**src/rtl/sfr_pkg.sv**
```systemverilog
// shared types and constants of the sync frame receiver
`default_nettype none
package sfr_pkg;

  typedef logic [7:0] byte_t;

  // header, four data bytes, checksum, trailer
  localparam int unsigned FrameLen  = 7;
  localparam int unsigned StoredLen = FrameLen - 1;
  localparam int unsigned CountW    = $clog2(FrameLen);

  typedef logic [1:0] status_t;
  localparam status_t StValid      = 2'd0;
  localparam status_t StBadSum     = 2'd1;
  localparam status_t StBadTrailer = 2'd2;

  localparam int unsigned CfgIndexW = 8;
  localparam logic [CfgIndexW-1:0] RegHeader  = 8'd0;
  localparam logic [CfgIndexW-1:0] RegTrailer = 8'd1;

  localparam byte_t HeaderReset  = 8'hAA;
  localparam byte_t TrailerReset = 8'hFF;

  // result item: frame_status, reading, padded to whole bytes
  localparam int unsigned OutDataW = 24;

  typedef struct packed {
    logic  shift;
    byte_t data;
  } cell_link_t;

endpackage
`default_nettype wire

```
**src/rtl/sfr_cell.sv**
```systemverilog
// one byte stage of the frame shift chain
`default_nettype none
module sfr_cell (
  input  wire               clk,
  input  wire sfr_pkg::cell_link_t link_in,
  output sfr_pkg::cell_link_t link_out
);

  sfr_pkg::byte_t data_r;
  sfr_pkg::byte_t data_nxt;

  always_comb begin
    data_nxt = data_r;
    if (link_in.shift) begin
      data_nxt = link_in.data;
    end
  end

  always_ff @(posedge clk) begin
    data_r <= data_nxt;
  end

  // pass the shift enable along with what this stage held
  assign link_out.shift = link_in.shift;
  assign link_out.data  = data_r;

endmodule
`default_nettype wire

```
**src/rtl/sync_frame_receiver.sv**
```systemverilog
// sync frame receiver: the result item is registered in the cycle after the seventh byte is accepted
// throughput one byte item per cycle; in_tready drops only while a result waits
// and out_tready is low
// rst_n is synchronous, active low: idle, held reading zero, registers to 0xAA/0xFF
// frame bytes shift through a row of six byte cells and are not reset
`default_nettype none
module sync_frame_receiver (
  input  wire         clk,
  input  wire         rst_n,
  // in_tdata: rx_byte[7:0]
  input  wire         in_tvalid,
  output logic        in_tready,
  input  wire  [7:0]  in_tdata,
  // out_tdata: frame_status[1:0], reading[17:2], zero[23:18]
  output logic        out_tvalid,
  input  wire         out_tready,
  output logic [sfr_pkg::OutDataW-1:0] out_tdata,
  input  wire         cfg_valid,
  output logic        cfg_ready,
  input  wire  [sfr_pkg::CfgIndexW-1:0] cfg_index,
  input  wire  [7:0]  cfg_data
);

  localparam int unsigned N = sfr_pkg::StoredLen;

  sfr_pkg::byte_t header_r, trailer_r;
  logic collecting_r, collecting_nxt;
  logic [sfr_pkg::CountW-1:0] count_r, count_nxt;
  logic [15:0] held_r, held_nxt;
  logic out_valid_r, out_valid_nxt;
  sfr_pkg::status_t out_status_r, out_status_nxt;
  logic [15:0] out_reading_r, out_reading_nxt;

  logic accept, shift, closing;
  sfr_pkg::cell_link_t link [N+1];
  sfr_pkg::byte_t cell_q [N];
  logic [9:0] sum_wide;
  sfr_pkg::byte_t sum8;

  assign cfg_ready = 1'b1;
  assign in_tready = !out_valid_r || out_tready;
  assign accept    = in_tvalid && in_tready;

  assign closing = accept && collecting_r &&
                   (count_r == sfr_pkg::CountW'(sfr_pkg::StoredLen));
  assign shift   = accept && !closing &&
                   (collecting_r || (in_tdata == header_r));

  assign link[0].shift = shift;
  assign link[0].data  = in_tdata;

  for (genvar i = 0; i < N; i++) begin : g_cell
    sfr_cell u_cell (
      .clk      (clk),
      .link_in  (link[i]),
      .link_out (link[i+1])
    );
    assign cell_q[i] = link[i+1].data;
  end

  // once six bytes are in, cell 0 holds the checksum and cell 5 the header
  assign sum_wide = {2'b00, cell_q[1]} + {2'b00, cell_q[2]} +
                    {2'b00, cell_q[3]} + {2'b00, cell_q[4]};
  assign sum8     = sum_wide[7:0];

  always_comb begin
    collecting_nxt  = collecting_r;
    count_nxt       = count_r;
    held_nxt        = held_r;
    out_valid_nxt   = out_valid_r && !out_tready;
    out_status_nxt  = out_status_r;
    out_reading_nxt = out_reading_r;
    if (shift) begin
      collecting_nxt = 1'b1;
      count_nxt      = count_r + 1'b1;
    end
    if (closing) begin
      collecting_nxt = 1'b0;
      count_nxt      = '0;
      out_valid_nxt  = 1'b1;
      if (in_tdata != trailer_r) begin
        out_status_nxt  = sfr_pkg::StBadTrailer;
        out_reading_nxt = held_r;
      end else if (sum8 == cell_q[0]) begin
        held_nxt        = {cell_q[4], cell_q[3]};
        out_status_nxt  = sfr_pkg::StValid;
        out_reading_nxt = {cell_q[4], cell_q[3]};
      end else begin
        out_status_nxt  = sfr_pkg::StBadSum;
        out_reading_nxt = held_r;
      end
    end
  end

  always_ff @(posedge clk) begin
    if (!rst_n) begin
      header_r     <= sfr_pkg::HeaderReset;
      trailer_r    <= sfr_pkg::TrailerReset;
      collecting_r <= 1'b0;
      count_r      <= '0;
      held_r       <= '0;
      out_valid_r  <= 1'b0;
    end else begin
      collecting_r <= collecting_nxt;
      count_r      <= count_nxt;
      held_r       <= held_nxt;
      out_valid_r  <= out_valid_nxt;
      if (cfg_valid && cfg_ready) begin
        case (cfg_index)
          sfr_pkg::RegHeader:  header_r  <= cfg_data;
          sfr_pkg::RegTrailer: trailer_r <= cfg_data;
          default: ;
        endcase
      end
    end
  end

  always_ff @(posedge clk) begin
    out_status_r  <= out_status_nxt;
    out_reading_r <= out_reading_nxt;
  end

  assign out_tvalid = out_valid_r;
  assign out_tdata  = {6'b0, out_reading_r, out_status_r};

endmodule
`default_nettype wire

```
**config.mk**
```make
export PLATFORM = sky130hd
export DESIGN_NAME = sync_frame_receiver
export DESIGN_NICKNAME = d
export VERILOG_FILES = /design/src/rtl/sfr_pkg.sv /design/src/rtl/sfr_cell.sv /design/src/rtl/sync_frame_receiver.sv
export SDC_FILE = /design/constraint.sdc
export NUM_CORES = 1
export LEC_CHECK = 0
export BUFFER_PORTS_ARGS = -buffer_cell sky130_fd_sc_hd__buf_4
export CORE_MARGIN = 4
export CORE_UTILIZATION = 57
export DETAILED_ROUTE_END_ITERATION = 10
export HOLD_SLACK_MARGIN = 0.12
export PLACE_DENSITY = 0.79
export SYNTH_ARGS = -nofsm -noshare
export SYNTH_HDL_FRONTEND = slang
export SYNTH_HIERARCHICAL = 1
export SYNTH_SLANG_ARGS = --single-unit
```
**constraint.sdc**
```tcl
create_clock -name clk -period 7.9 [get_ports clk]
set_input_delay 1.58 -clock clk [delete_from_list [all_inputs] [get_ports clk]]
set_output_delay 1.58 -clock clk [all_outputs]
set_load 0.02 [all_outputs]
```
==> flow_metrics.tcl <==
set metrics [dict create \
    die_x_um 95.3 \
    finalSetupViolCount 0 \
    cts_hold_buf 0 \
    end_kind "flop" \
    dpl.hpwl_um 4980 \
    drt-initial-drc-count 66 \
    critPathMostFrequentCell "fa_1" \
    finClkSkew_ns 0.0124 \
    rsz0062_at_grt "false" \
    maxSlewViolCount 0 \
    hold_viol_final 0 \
    die-area_um2 9080 \
    crit_arrival_ns 4.49 \
    core_um2 7330 \
    antenna_found_initial 0 \
    cpPeakStageDelay_ns 0.78 \
    drc 0 \
    cts.sinks 95 \
    firstDrtPassIters 4 \
    syn_area_per_cell_um2 13.2 \
    period_share_pct 55.5 \
    vias 2463 \
    cts_root_buf "clkbuf_8" \
    fin_nets 426 \
    relSlewSlack_pct 33.2 \
    yosysWarnings 6 \
    boundaryPins 56 \
    p_int_uw 716 \
    sw_frac_of_total_pct 20.7 \
    grt_pass1_wl_um 12000 \
    mappedNetlistArea_um2 4340 \
    numPortBuffers 48 \
    start_util_pct 59.2 \
    htreeDepth 3 \
    crit_type "reg -> reg" \
    ant_nets 0 \
    rows 31 \
    fillers 555 \
    grt-ovfl-total 0 \
    worstPathRequired_ns 8.00 \
    fmax_ghz 0.228 \
    crit_chain "fa_1, inv_1, fa_1, inv_1, ha_1, fa_1, xnor2_1, nand3_1, nor4_2, and4b_1, mux2_2" \
    outcome "completed" \
    post-cts-setup-buffers 0 \
    ir_drop_mv 0.0998 \
    clockBufferDepth 2 \
    cap_violations 0 \
    p_per_area_nw_per_um2 183 \
    share_comb_of_total_power_pct 3.6 \
    routabilityCongestion 0.826 \
    p_leak_uw 0.00209 \
    worst_path_max_delay_cell "and4b_1" \
    crit_path_max_fanout 16 \
    finish.utilization_pct 67.3 \
    cp-start-kind "flop" \
    p_switching_uw 187 \
    grt_usage_pct 17.5 \
    wire_per_inst_um 14.5 \
    antenna_cells 0 \
    power.total_uw 903 \
    grt_pass1_vias 2532 \
    cts_resized 0 \
    clk_latency_ns 0.35 \
    syn_inst 329 \
    area_growth_pct 13.6 \
    multiInputGateArea_um2 1690 \
    die_y_um 95.3 \
    worst_pin_slew_ns 0.997 \
    p_clk_share_pct 38.6 \
    finalSetupTns_ns 0 \
    grt_start_max_net_pins 53 \
    via_per_inst 5.15 \
    period_minus_slack_ns 4.39 \
    ff_latch_area_um2 2480 \
    seq_power_share_pct 57.7 \
    clkTransAtPathRegs_ns 0.10 \
    hp-class "reg -> reg" \
    final_layout_size_suffix_gt1_share_pct 22.4 \
    cts_tree "yes" \
    wl_um 6920 \
    cts_buffers 9 \
]
critical path: cells and delay by family, from the launching register on:
| family | cells | cell delay [ns] |
|---|---|---|
| xor gates and xnor gates | 1 | 0.12 |
| adders and majority gates | 4 | 1.80 |
| buffers and inverters | 2 | 0.11 |
| DFF | 1 | 0.44 |
| muxes | 1 | 0.41 |
| and+or+nand+nor | 3 | 1.25 |
area by class of cell:
type	count	share of cell area, %
Clock inverter	7	1.93
Inverter	14	1.07
Timing Repair Buffer	49	7.46
Tap cell	99	2.51
Sequential cell	95	50.3
Clock buffer	9	2.51
Multi-Input combinational cell	205	34.2
through the flow:
stage / cell area, um^2 / worst slack (ns) / std cells / hold WS [ns]
2_1_floorplan: 4360 / 3.77 / 334 / 0.426
3_3_place_gp: 4710 / 3.56 / 462 / 0.431
3_5_place_dp: 4710 / 3.48 / 462 / 0.440
4_1_cts: 4930 / 3.47 / 478 / 0.461
5_1_grt: 4930 / 3.26 / 478 / 0.475
6_report: 4930 / 3.51 / 478 / 0.458
final timing paths:
path | cells past startpoint | slack, ns | startpoint | end
hold reg to reg | 0 | 0.46 | g_cell[1].u_cell/data_r[1]$_DFFE_PP_ | g_cell[2].u_cell/data_r[1]$_DFFE_PP_
setup reg to reg | 11 | 3.51 | g_cell[4].u_cell/data_r[1]$_DFFE_PP_ | out_reading_r[5]$_DFFE_PP_
hold / removal | 0 | 0.46 | g_cell[1].u_cell/data_r[1]$_DFFE_PP_ | g_cell[2].u_cell/data_r[1]$_DFFE_PP_
setup / recovery | 11 | 3.51 | g_cell[4].u_cell/data_r[1]$_DFFE_PP_ | out_reading_r[5]$_DFFE_PP_
sequential cells by signal, summed over array words and instances, names as in the netlist:
name                  flops
collecting_r              1
trailer_r                 8
g_cell.u_cell/data_r     40
out_reading_r            16
out_tvalid                1
held_r                   16
header_r                  8
count_r                   3
out_status_r              2
routing by layer:
metal / global-route usage (%) / share of wire, % / up-vias
li1: - / - / 1204
met1: 22.9 / 46 / 1186
met2: 27.8 / 47 / 63
met3: 4.10 / 4.7 / 10
met4: 7.81 / 2.1 / 0
met5: 0 / 0 / -
placed cells by master, fill, tap and decap left out, drive strengths merged, types with 2 or more instances in the layout:
cell	count
edfxtp	58
nand2	49
buf	49
dfxtp	37
mux2i	32
xnor2	18
xor2	17
mux2	16
inv	16
fa	14
ha	9
clkbuf	9
nor2	9
conb	7
nor4	6
nand3	5
a21oi	4
nor2b	4
clkinv	3
a31oi	2
bufinv	2
a211oi	2
power by group through the flow:
stage / clock [uW] / combinational [uW] / sequential (uW)
final: 349 / 32.9 / 521
after floorplan: 0 / 19.6 / 533
after CTS: 354 / 33.1 / 521
after detailed placement: 0 / 32.8 / 533
after global placement: 0 / 32.1 / 533
after global routing: 378 / 36.6 / 522
No activity file was read; power rests on OpenSTA's default activity.
